**src/design/rpn_pkg.sv**
```systemverilog
// Types and constants shared by the RPN stack calculator modules.
package rpn_pkg;

  localparam int DATA_W   = 32;
  localparam int MODE_W   = 3;
  localparam int STATUS_W = 2;
  localparam int DEPTH_W  = 8;

  localparam logic [DATA_W-1:0] SAT_MAX = {1'b0, {(DATA_W-1){1'b1}}};
  localparam logic [DATA_W-1:0] SAT_MIN = {1'b1, {(DATA_W-1){1'b0}}};

  typedef enum logic [MODE_W-1:0] {
    MODE_PUSH = 3'd0,
    MODE_ADD  = 3'd1,
    MODE_SUB  = 3'd2,
    MODE_MUL  = 3'd3,
    MODE_DIV  = 3'd4,
    MODE_PEEK = 3'd5
  } mode_t;

  typedef enum logic [STATUS_W-1:0] {
    ST_OK        = 2'd0,
    ST_OVERFLOW  = 2'd1,
    ST_UNDERFLOW = 2'd2,
    ST_DIV_ZERO  = 2'd3
  } status_t;

  typedef enum logic [2:0] {
    S_IDLE,
    S_FETCH,
    S_START,
    S_CALC,
    S_DONE
  } state_t;

  typedef struct packed {
    logic              start;
    mode_t             op;
    logic [DATA_W-1:0] lhs;
    logic [DATA_W-1:0] rhs;
  } alu_req_t;

  typedef struct packed {
    logic              done;
    logic [DATA_W-1:0] result;
  } alu_rsp_t;

endpackage

```
**src/design/rpn_if.sv**
```systemverilog
// Valid/ready channel interfaces for commands and results.
interface rpn_in_if import rpn_pkg::*; ();
  logic                     valid;
  logic                     ready;
  logic [MODE_W-1:0]        mode;
  logic signed [DATA_W-1:0] operand;

  modport source (output valid, output mode, output operand, input ready);
  modport sink   (input valid, input mode, input operand, output ready);
endinterface

interface rpn_out_if import rpn_pkg::*; ();
  logic                     valid;
  logic                     ready;
  logic [STATUS_W-1:0]      status;
  logic signed [DATA_W-1:0] top_value;
  logic [DEPTH_W-1:0]       depth;

  modport source (output valid, output status, output top_value, output depth, input ready);
  modport sink   (input valid, input status, input top_value, input depth, output ready);
endinterface

```
**src/design/rpn_ram.sv**
```systemverilog
// Generic single-port-write, single-port-read RAM with registered read data.
module rpn_ram #(
  parameter int WIDTH = 32,
  parameter int DEPTH = 128
) (
  input  logic                     clk,
  input  logic                     we,
  input  logic [$clog2(DEPTH)-1:0] waddr,
  input  logic [WIDTH-1:0]         wdata,
  input  logic                     re,
  input  logic [$clog2(DEPTH)-1:0] raddr,
  output logic [WIDTH-1:0]         rdata
);

  logic [WIDTH-1:0] mem [DEPTH];

  always_ff @(posedge clk) begin
    if (we) begin
      mem[waddr] <= wdata;
    end
    if (re) begin
      rdata <= mem[raddr];
    end
  end

endmodule

```
**src/design/rpn_alu.sv**
```systemverilog
// Shared iterative arithmetic unit: add/sub, shift-add multiply, restoring divide.
module rpn_alu import rpn_pkg::*; #(
  parameter int FRAC_BITS = 16
) (
  input  logic     clk,
  input  logic     rst_n,
  input  alu_req_t req,
  output alu_rsp_t rsp
);

  localparam int ACC_W     = DATA_W + 2;
  localparam int DIV_STEPS = DATA_W + FRAC_BITS;
  localparam int STEP_W    = $clog2(DIV_STEPS + 1);

  logic                  busy_r, busy_nxt;
  logic                  fin_r, fin_nxt;
  logic [STEP_W-1:0]     steps_r, steps_nxt;
  mode_t                 op_r, op_nxt;
  logic [DATA_W-1:0]     lv_r, lv_nxt;
  logic [DATA_W-1:0]     rv_r, rv_nxt;
  logic [ACC_W-1:0]      hi_r, hi_nxt;
  logic [2*DATA_W-1:0]   lo_r, lo_nxt;
  logic                  neg_r, neg_nxt;

  logic [ACC_W-1:0]      add_a, add_b, add_sum;
  logic                  add_cin;
  logic                  div_ge;
  logic [2*DATA_W-1:0]   prod, mag;
  logic                  mag_big;
  logic                  sat_pos, sat_neg;

  function automatic logic [DATA_W-1:0] mag32(input logic [DATA_W-1:0] v);
    return v[DATA_W-1] ? (DATA_W'(0) - v) : v;
  endfunction

  // One adder serves every operation
  always_comb begin
    add_a   = '0;
    add_b   = '0;
    add_cin = 1'b0;
    unique case (op_r)
      MODE_ADD: begin
        add_a = {{2{lv_r[DATA_W-1]}}, lv_r};
        add_b = {{2{rv_r[DATA_W-1]}}, rv_r};
      end
      MODE_SUB: begin
        add_a   = {{2{lv_r[DATA_W-1]}}, lv_r};
        add_b   = ~{{2{rv_r[DATA_W-1]}}, rv_r};
        add_cin = 1'b1;
      end
      MODE_MUL: begin
        add_a = hi_r;
        add_b = lo_r[0] ? {2'b00, lv_r} : '0;
      end
      MODE_DIV: begin
        // partial remainder shifted left, next dividend bit in
        add_a   = {1'b0, hi_r[DATA_W-1:0], lo_r[2*DATA_W-1]};
        add_b   = ~{2'b00, rv_r};
        add_cin = 1'b1;
      end
      default: ;
    endcase
    add_sum = add_a + add_b + {{(ACC_W-1){1'b0}}, add_cin};
    div_ge  = !add_sum[ACC_W-1];
  end

  always_comb begin
    busy_nxt  = busy_r;
    fin_nxt   = 1'b0;
    steps_nxt = steps_r;
    op_nxt    = op_r;
    lv_nxt    = lv_r;
    rv_nxt    = rv_r;
    hi_nxt    = hi_r;
    lo_nxt    = lo_r;
    neg_nxt   = neg_r;
    if (req.start) begin
      busy_nxt = 1'b1;
      op_nxt   = req.op;
      neg_nxt  = req.lhs[DATA_W-1] ^ req.rhs[DATA_W-1];
      hi_nxt   = '0;
      unique case (req.op)
        MODE_MUL: begin
          steps_nxt = STEP_W'(DATA_W);
          lv_nxt    = mag32(req.lhs);
          rv_nxt    = mag32(req.rhs);
          lo_nxt    = {{DATA_W{1'b0}}, mag32(req.rhs)};
        end
        MODE_DIV: begin
          steps_nxt = STEP_W'(DIV_STEPS);
          lv_nxt    = mag32(req.lhs);
          rv_nxt    = mag32(req.rhs);
          lo_nxt    = {mag32(req.lhs), {DATA_W{1'b0}}};
        end
        default: begin
          steps_nxt = STEP_W'(1);
          lv_nxt    = req.lhs;
          rv_nxt    = req.rhs;
          lo_nxt    = '0;
        end
      endcase
    end else if (busy_r) begin
      steps_nxt = steps_r - STEP_W'(1);
      if (steps_r == STEP_W'(1)) begin
        busy_nxt = 1'b0;
        fin_nxt  = 1'b1;
      end
      unique case (op_r)
        MODE_MUL: begin
          hi_nxt = {1'b0, add_sum[ACC_W-1:1]};
          lo_nxt = {{DATA_W{1'b0}}, add_sum[0], lo_r[DATA_W-1:1]};
        end
        MODE_DIV: begin
          hi_nxt = div_ge ? add_sum : add_a;
          lo_nxt = {lo_r[2*DATA_W-2:0], div_ge};
        end
        default: hi_nxt = add_sum;
      endcase
    end
  end

  // Final saturation, valid in the cycle after the last step
  always_comb begin
    prod    = {hi_r[DATA_W-1:0], lo_r[DATA_W-1:0]};
    mag     = (op_r == MODE_MUL) ? (prod >> FRAC_BITS) : lo_r;
    mag_big = |mag[2*DATA_W-1:DATA_W-1];
    sat_pos = !hi_r[ACC_W-1] && (hi_r[ACC_W-2] || hi_r[ACC_W-3]);
    sat_neg = hi_r[ACC_W-1] && !(hi_r[ACC_W-2] && hi_r[ACC_W-3]);
    rsp.done = fin_r;
    unique case (op_r)
      MODE_MUL, MODE_DIV: begin
        if (mag_big) begin
          rsp.result = neg_r ? SAT_MIN : SAT_MAX;
        end else begin
          rsp.result = neg_r ? (DATA_W'(0) - mag[DATA_W-1:0]) : mag[DATA_W-1:0];
        end
      end
      default: begin
        if (sat_pos) begin
          rsp.result = SAT_MAX;
        end else if (sat_neg) begin
          rsp.result = SAT_MIN;
        end else begin
          rsp.result = hi_r[DATA_W-1:0];
        end
      end
    endcase
  end

  always_ff @(posedge clk) begin
    if (!rst_n) begin
      busy_r <= 1'b0;
      fin_r  <= 1'b0;
    end else begin
      busy_r <= busy_nxt;
      fin_r  <= fin_nxt;
    end
  end

  always_ff @(posedge clk) begin
    steps_r <= steps_nxt;
    op_r    <= op_nxt;
    lv_r    <= lv_nxt;
    rv_r    <= rv_nxt;
    hi_r    <= hi_nxt;
    lo_r    <= lo_nxt;
    neg_r   <= neg_nxt;
  end

endmodule

```
**src/design/rpn_stack_calculator.sv**
```systemverilog
// RPN operand stack with a shared iterative Q-format arithmetic unit.
// Each command on in_ch yields one result on out_ch (status, top of stack,
// depth). Push, peek, unused modes and every error case finish in the
// accept cycle and land in the output register. Arithmetic commands read
// the second operand from the stack RAM and then run on the shared adder,
// multiply and divide stepping one bit per cycle. The top of stack is held
// in a register, so only the second operand is read from the RAM. Failed
// commands leave the stack untouched. A new command is taken once the
// block is idle and the output register is free or being drained.
module rpn_stack_calculator import rpn_pkg::*; #(
  parameter int STACK_DEPTH = 128,
  parameter int FRAC_BITS   = 16
) (
  input  logic      clk,
  input  logic      rst_n,
  rpn_in_if.sink    in_ch,
  rpn_out_if.source out_ch
);

  localparam int AW = $clog2(STACK_DEPTH);
  localparam int CW = $clog2(STACK_DEPTH + 1);

  state_t              state_r, state_nxt;
  logic [CW-1:0]       cnt_r, cnt_nxt;
  logic [DATA_W-1:0]   top_r, top_nxt;
  mode_t               op_r, op_nxt;
  logic                out_valid_r, out_valid_nxt;
  status_t             out_status_r, out_status_nxt;
  logic [DATA_W-1:0]   out_top_r, out_top_nxt;
  logic [DEPTH_W-1:0]  out_depth_r, out_depth_nxt;

  mode_t               in_mode;
  logic                in_ready;
  logic                accept;
  logic                out_free;
  logic [CW-1:0]       cnt_m2;
  logic                full, two_plus, is_arith, go_arith;
  status_t             imm_status;
  logic [DATA_W-1:0]   imm_top;
  logic [CW-1:0]       imm_cnt;

  logic                ram_we, ram_re;
  logic [AW-1:0]       ram_waddr;
  logic [DATA_W-1:0]   ram_wdata, ram_rdata;
  alu_req_t            alu_req;
  alu_rsp_t            alu_rsp;

  assign in_mode  = mode_t'(in_ch.mode);
  assign out_free = !out_valid_r || out_ch.ready;
  assign in_ready = (state_r == S_IDLE) && out_free;
  assign accept   = in_ch.valid && in_ready;
  assign cnt_m2   = cnt_r - CW'(2);
  assign full     = (cnt_r == CW'(STACK_DEPTH));
  assign two_plus = (cnt_r >= CW'(2));
  assign is_arith = (in_mode == MODE_ADD) || (in_mode == MODE_SUB) ||
                    (in_mode == MODE_MUL) || (in_mode == MODE_DIV);
  assign go_arith = is_arith && two_plus && !((in_mode == MODE_DIV) && (top_r == '0));

  // Commands that complete in the accept cycle
  always_comb begin
    imm_status = ST_OK;
    imm_top    = (cnt_r != '0) ? top_r : '0;
    imm_cnt    = cnt_r;
    unique case (in_mode)
      MODE_PUSH: begin
        if (full) begin
          imm_status = ST_OVERFLOW;
        end else begin
          imm_top = in_ch.operand;
          imm_cnt = cnt_r + CW'(1);
        end
      end
      MODE_ADD, MODE_SUB, MODE_MUL, MODE_DIV: begin
        if (!two_plus) begin
          imm_status = ST_UNDERFLOW;
        end else if (top_r == '0) begin
          imm_status = ST_DIV_ZERO;
        end
      end
      MODE_PEEK: begin
        if (cnt_r == '0) begin
          imm_status = ST_UNDERFLOW;
        end
      end
      default: ;
    endcase
  end

  // Next state
  always_comb begin
    state_nxt = state_r;
    unique case (state_r)
      S_IDLE:  if (accept && go_arith) state_nxt = S_FETCH;
      S_FETCH: state_nxt = S_START;
      S_START: state_nxt = S_CALC;
      S_CALC:  if (alu_rsp.done) state_nxt = S_DONE;
      S_DONE:  if (out_free) state_nxt = S_IDLE;
      default: state_nxt = S_IDLE;
    endcase
  end

  // Datapath control and register updates
  always_comb begin
    cnt_nxt        = cnt_r;
    top_nxt        = top_r;
    op_nxt         = op_r;
    out_valid_nxt  = out_valid_r && !out_ch.ready;
    out_status_nxt = out_status_r;
    out_top_nxt    = out_top_r;
    out_depth_nxt  = out_depth_r;
    ram_we         = 1'b0;
    ram_waddr      = cnt_r[AW-1:0];
    ram_wdata      = in_ch.operand;
    ram_re         = 1'b0;
    alu_req.start  = 1'b0;
    alu_req.op     = op_r;
    alu_req.lhs    = ram_rdata;
    alu_req.rhs    = top_r;
    unique case (state_r)
      S_IDLE: begin
        if (accept) begin
          op_nxt = in_mode;
          if (!go_arith) begin
            out_valid_nxt  = 1'b1;
            out_status_nxt = imm_status;
            out_top_nxt    = imm_top;
            out_depth_nxt  = DEPTH_W'(imm_cnt);
            cnt_nxt        = imm_cnt;
            if ((in_mode == MODE_PUSH) && !full) begin
              ram_we  = 1'b1;
              top_nxt = in_ch.operand;
            end
          end
        end
      end
      S_FETCH: ram_re = 1'b1;
      S_START: alu_req.start = 1'b1;
      S_CALC: begin
        if (alu_rsp.done) begin
          // left operand slot takes the result, right operand is popped
          ram_we    = 1'b1;
          ram_waddr = cnt_m2[AW-1:0];
          ram_wdata = alu_rsp.result;
          top_nxt   = alu_rsp.result;
          cnt_nxt   = cnt_r - CW'(1);
        end
      end
      S_DONE: begin
        if (out_free) begin
          out_valid_nxt  = 1'b1;
          out_status_nxt = ST_OK;
          out_top_nxt    = top_r;
          out_depth_nxt  = DEPTH_W'(cnt_r);
        end
      end
      default: ;
    endcase
  end

  rpn_ram #(
    .WIDTH (DATA_W),
    .DEPTH (STACK_DEPTH)
  ) u_stack_ram (
    .clk   (clk),
    .we    (ram_we),
    .waddr (ram_waddr),
    .wdata (ram_wdata),
    .re    (ram_re),
    .raddr (cnt_m2[AW-1:0]),
    .rdata (ram_rdata)
  );

  rpn_alu #(
    .FRAC_BITS (FRAC_BITS)
  ) u_alu (
    .clk   (clk),
    .rst_n (rst_n),
    .req   (alu_req),
    .rsp   (alu_rsp)
  );

  always_ff @(posedge clk) begin
    if (!rst_n) begin
      state_r     <= S_IDLE;
      cnt_r       <= '0;
      out_valid_r <= 1'b0;
    end else begin
      state_r     <= state_nxt;
      cnt_r       <= cnt_nxt;
      out_valid_r <= out_valid_nxt;
    end
  end

  always_ff @(posedge clk) begin
    top_r        <= top_nxt;
    op_r         <= op_nxt;
    out_status_r <= out_status_nxt;
    out_top_r    <= out_top_nxt;
    out_depth_r  <= out_depth_nxt;
  end

  assign in_ch.ready      = in_ready;
  assign out_ch.valid     = out_valid_r;
  assign out_ch.status    = out_status_r;
  assign out_ch.top_value = out_top_r;
  assign out_ch.depth     = out_depth_r;

endmodule

```
**src/flat_wrapper.sv**
```systemverilog
// flat-port wrapper written by rule: the top's interface ports become plain ports
module rpn_stack_calculator_flat import rpn_pkg::*;
#(
  parameter int STACK_DEPTH = 128,
  parameter int FRAC_BITS   = 16
)
  (clk, rst_n, in_ch_valid, in_ch_mode, in_ch_operand, in_ch_ready, out_ch_valid, out_ch_status, out_ch_top_value, out_ch_depth, out_ch_ready);
  rpn_in_if in_ch_i ();
  rpn_out_if out_ch_i ();
  input  logic clk;
  input  logic rst_n;
  input wire logic [$bits(in_ch_i.valid)-1:0] in_ch_valid;
  input wire logic [$bits(in_ch_i.mode)-1:0] in_ch_mode;
  input wire logic [$bits(in_ch_i.operand)-1:0] in_ch_operand;
  output wire logic [$bits(in_ch_i.ready)-1:0] in_ch_ready;
  output wire logic [$bits(out_ch_i.valid)-1:0] out_ch_valid;
  output wire logic [$bits(out_ch_i.status)-1:0] out_ch_status;
  output wire logic [$bits(out_ch_i.top_value)-1:0] out_ch_top_value;
  output wire logic [$bits(out_ch_i.depth)-1:0] out_ch_depth;
  input wire logic [$bits(out_ch_i.ready)-1:0] out_ch_ready;
  assign in_ch_i.valid = in_ch_valid;
  assign in_ch_i.mode = in_ch_mode;
  assign in_ch_i.operand = in_ch_operand;
  assign in_ch_ready = in_ch_i.ready;
  assign out_ch_valid = out_ch_i.valid;
  assign out_ch_status = out_ch_i.status;
  assign out_ch_top_value = out_ch_i.top_value;
  assign out_ch_depth = out_ch_i.depth;
  assign out_ch_i.ready = out_ch_ready;
  rpn_stack_calculator #(.STACK_DEPTH(STACK_DEPTH), .FRAC_BITS(FRAC_BITS)) u_core (.clk(clk), .rst_n(rst_n), .in_ch(in_ch_i), .out_ch(out_ch_i));
endmodule
```
**config.mk**
```make
export PLATFORM = sky130hd
export DESIGN_NAME = rpn_stack_calculator_flat
export DESIGN_NICKNAME = d
export VERILOG_FILES = /design/src/design/rpn_pkg.sv /design/src/design/rpn_if.sv /design/src/design/rpn_ram.sv /design/src/design/rpn_alu.sv /design/src/design/rpn_stack_calculator.sv /design/src/flat_wrapper.sv
export SDC_FILE = /design/constraint.sdc
export NUM_CORES = 2
export LEC_CHECK = 0
export BUFFER_PORTS_ARGS = -buffer_cell sky130_fd_sc_hd__buf_2
export CAP_MARGIN = 15
export CORE_MARGIN = 5
export CORE_UTILIZATION = 48
export DETAILED_ROUTE_END_ITERATION = 12
export PLACE_DENSITY_LB_ADDON = 0.15
export SKIP_CTS_REPAIR_TIMING = 1
export SYNTH_ARGS = -nofsm -noshare
export SYNTH_HDL_FRONTEND = slang
export SYNTH_SLANG_ARGS = --single-unit
```
**constraint.sdc**
```tcl
create_clock -name clk -period 8.8 [get_ports clk]
set_input_delay 1.32 -clock clk [delete_from_list [all_inputs] [get_ports clk]]
set_output_delay 1.32 -clock clk [all_outputs]
set_load 0.01 [all_outputs]
```
==> results.tsv <==
stage	metric	value	unit
detailed_routing	Iter 0 DRT Violations	12966	
synthesis	Syn Area/Cell	21.2	um2
global_route	vias in the first global route	89419	
global_route	gr usage total	27.0	%
detailed_routing	# DRC	0	
critical_path	CP arrival	7.03	ns
detailed_routing	vias	91393	
critical_path	FF-to-FF End	u_core.u_stack_ram.mem[10][18]	
synthesis	Net Count, Synth	8390	
placed_design	Place WS	2.72	ns
critical_path	Crit-path slowest cell	edfxtp_1	
timing	TNS Setup	0	ns
clocking	# clock sinks	4391	
placed_design	Post-DP Area	185000	um2
critical_path	reg-to-reg slack, setup	2.42	ns
pwr	maximum VDD drop	0.178	mV
synthesis	Mapped Cells	8306	
placed_design	port bufs	82	
timing	Worst-Margin Slew	1.20	ns
synthesis	Seq cells post-synth	4391	
timing	setup violators final	0	
timing	fin crit period	6.38	ns
global_route	met2 Use GR	41.2	%
synthesis	Netlist cell types	88	
synthesis	sequential-to-total area share from yosys stat	74.5	%
final_layout	layout cells sized above 1	29.1	%
global_route	grt met1 use	39.7	%
pwr	static leakage	60.5	nW
timing	fin. max-slew vios	0	
critical_path	r2r startpoint	u_core.u_alu.op_r[1]	
timing	Final Hold Slack	0.525	ns
critical_path	Crit. path cell count	11	
global_route	Most Crowded Layer GR	met2	
placed_design	GPL Wtd Cong	0.937	
global_route	initial antenna violation count	43	
outcome	outcome	completed	
timing	FMAX	157	MHz
synthesis	most common cell in the netlist	edfxtp_1	
clocking	Max Buffers Root-to-Sink	4	
clocking	htree depth	5	
synthesis	synth cell count leaders	edfxtp_1 (4343), mux4_2 (1344), nand2_1 (393)	
synthesis	Area contributors post-synth	edfxtp_1 (74%), mux4_2 (17%), nand2_1 (0.84%), o21ai_0 (0.70%), clkbuf_1 (0.69%)	
pwr	PwrDens	224	nW/um2
detailed_routing	final WL	519	mm
detailed_routing	WL per Instance	37.4	um
critical_path	endpoint class of the critical path	register	
critical_path	worst-path maximum fanout	65	
global_route	met3 usage	5.27	%
timing	Hold Vio Cnt, Final	0	
floorplan	Die W	616	um
critical_path	Worst Path Class, Setup	reg -> reg	
clocking	Clk Latency, worst-skew pair	0.98	ns
clocking	CTS tree	yes	
synthesis	Post-synth EDFFs	4343	
critical_path	reg2reg path depth	11	
timing	Clock Skew	0.0604	ns
timing	RSZ-0062 raised after global routing	no	
synthesis	Mapped Area	176000	um2
clocking	CTS buffer count	447	
global_route	grt ovf	0	
floorplan	core area	366000	um2
detailed_routing	Vias/cell	6.60	
timing	Slew headroom	19.8	%
critical_path	Top delay family on crit path	simple AND/OR/NAND/NOR gates	
global_route	pin count of the biggest net entering global routing	135	
synthesis	Yosys warnings	0	
synthesis	post-synth top area cell	edfxtp_1	
floorplan	Die H	616	um
floorplan	Die Area	380000	um2
critical_path	Worst EP required	9.45	ns
timing	setup ws final	2.42	ns
final_layout	fin area	199000	um2
detailed_routing	DRT antenna net count	0	
critical_path	Critical Path Start	u_core.u_alu.op_r[1]	
critical_path	crit path buf inv count	2	
critical_path	CP Cell Sequence	and3b_2 > buf_4 > mux2i_1 > ha_1 > nand4_1 > nor2_4 > nand3_1 > a311o_1 > o31ai_1 > mux2_4 > buf_4	
final_layout	fin nets	8716	
global_route	global-route wire length before repair	719	mm
timing	period utilization	72.5	%
placed_design	DP HPWL	297	mm
critical_path	worst setup path end	u_core.u_stack_ram.mem[10][18]	
floorplan	Rows	222	
critical_path	Max stage delay on crit path	1.15	ns
critical_path	Startpoint Class	register	
floorplan	initial core utilization	48.2	%
detailed_routing	TritonRoute pass-1 iters	6	
synthesis	top_reg_cell synth	edfxtp_1	
floorplan	Boundary Pins	83	
clocking	root buffer cell	clkbuf_16	
final_layout	Area growth syn-to-layout	12.8	%
synthesis	Yosys top cell area share	73.9	%
critical_path	crit-path most repeated cell	buf_4	
clocking	Reg clk slew, reported paths	0.07	ns
min_path	min-delay worst type	reg -> reg	
synthesis	ys async rst share	0	%
run	max-cap viol count	0	
state kept, by name (all words and copies together) (netlist names), 2 cells and up:
| register | cells |
|---|---|
| u_core.u_alu.op_r | 3 |
| u_core.state_r | 3 |
| u_core.u_alu.lo_r | 64 |
| u_core.out_ch.status | 2 |
| u_core.cnt_r | 8 |
| u_core.u_stack_ram.rdata | 32 |
| u_core.out_ch.top_value | 32 |
| u_core.u_alu.hi_r | 34 |
| u_core.u_alu.lv_r | 32 |
| u_core.u_stack_ram.mem | 4096 |
| u_core.top_r | 32 |
| u_core.out_ch.depth | 8 |
| u_core.u_alu.steps_r | 6 |
| u_core.u_alu.rv_r | 32 |
| u_core.op_r | 3 |
kinds of logic after synthesis:
kind of cell / synth area share, %
AOI/OAI and AO/OA: 2.56
xor gates and xnor gates: 0.760
adders and majority gates: 0.328
buffers and inverters: 1.21
DFF: 74.5
muxes: 18.1
and+or+nand+nor: 2.51
layer usage:
metal / vias to the layer above / share of wire (%)
li1: 35765 / -
met1: 49798 / 40
met2: 4977 / 46
met3: 835 / 9.9
met4: 18 / 3.4
met5: - / 0.023
how the worst min path moves through the flow:
| stage | startpoint | endpoint | slack (ns) | cells past startpoint |
|---|---|---|---|---|
| floorplan | u_core.u_stack_ram.rdata[0] | u_core.u_alu.lv_r[0] | 0.44 | 0 |
| global placement | u_core.u_alu.lo_r[55] | u_core.u_alu.lo_r[56] | 0.53 | 2 |
| detailed placement | u_core.u_stack_ram.rdata[0] | u_core.u_alu.lv_r[0] | 0.52 | 0 |
| CTS | u_core.u_stack_ram.rdata[0] | u_core.u_alu.lv_r[0] | 0.53 | 0 |
| global route | u_core.u_stack_ram.rdata[0] | u_core.u_alu.lv_r[0] | 0.56 | 0 |
| finish | u_core.u_stack_ram.rdata[0] | u_core.u_alu.lv_r[0] | 0.52 | 0 |
area by class of cell:
class,count,area [um2]
fill,27483,167000
inverter,29,111
clock inverter,267,2450
antenna,40,100
timing repair buffer,366,2930
multi-input combinational,3397,44300
clock buffer,550,11700
sequential,4391,131000
tap,4816,6030
where the power goes:
group	switching, mW	leakage, nW	internal [mW]
registers	0.343	39.5	23.2
clock network	7.98	6.90	10.5
logic	1.69	14.1	0.861
total	10.0	60.5	34.6
per-stage QoR:
| stage | instances | power [mW] | util (%) |
|---|---|---|---|
| 6_report | 13856 | 44.6 | 54.4 |
| 5_1_grt | 13844 | 45.9 | 54.4 |
| 4_1_cts | 13814 | 44.8 | 54.4 |
| 3_5_place_dp | 12997 | 26.5 | 50.5 |
| 3_3_place_gp | 12996 | 26.5 | 50.5 |
| 2_1_floorplan | 8306 | 25.4 | - |
layout by cell type (no fill, tap or decap), types with 35 or more instances in the layout:
master | netlist | layout
clkbuf_16 | 0 | 452
nor2_4 | 1 | 131
buf_2 | 119 | 82
nor2_1 | 282 | 150
mux2i_1 | 81 | 81
bufinv_16 | 0 | 37
nand4_1 | 35 | 35
nand2_1 | 393 | 382
dfxtp_1 | 48 | 46
clkinv_1 | 1 | 110
mux4_2 | 1344 | 1344
xor2_1 | 91 | 89
nand3_1 | 42 | 42
nor3_1 | 46 | 44
ha_1 | 43 | 42
o22ai_1 | 36 | 36
buf_4 | 4 | 253
diode_2 | 0 | 40
xnor2_1 | 62 | 61
clkbuf_1 | 324 | 97
a21oi_1 | 160 | 160
mux2_2 | 78 | 74
o21ai_0 | 246 | 223
a22oi_1 | 35 | 35
edfxtp_1 | 4343 | 4343
clkinv_2 | 0 | 81
Power figures use the tool's default switching activity.
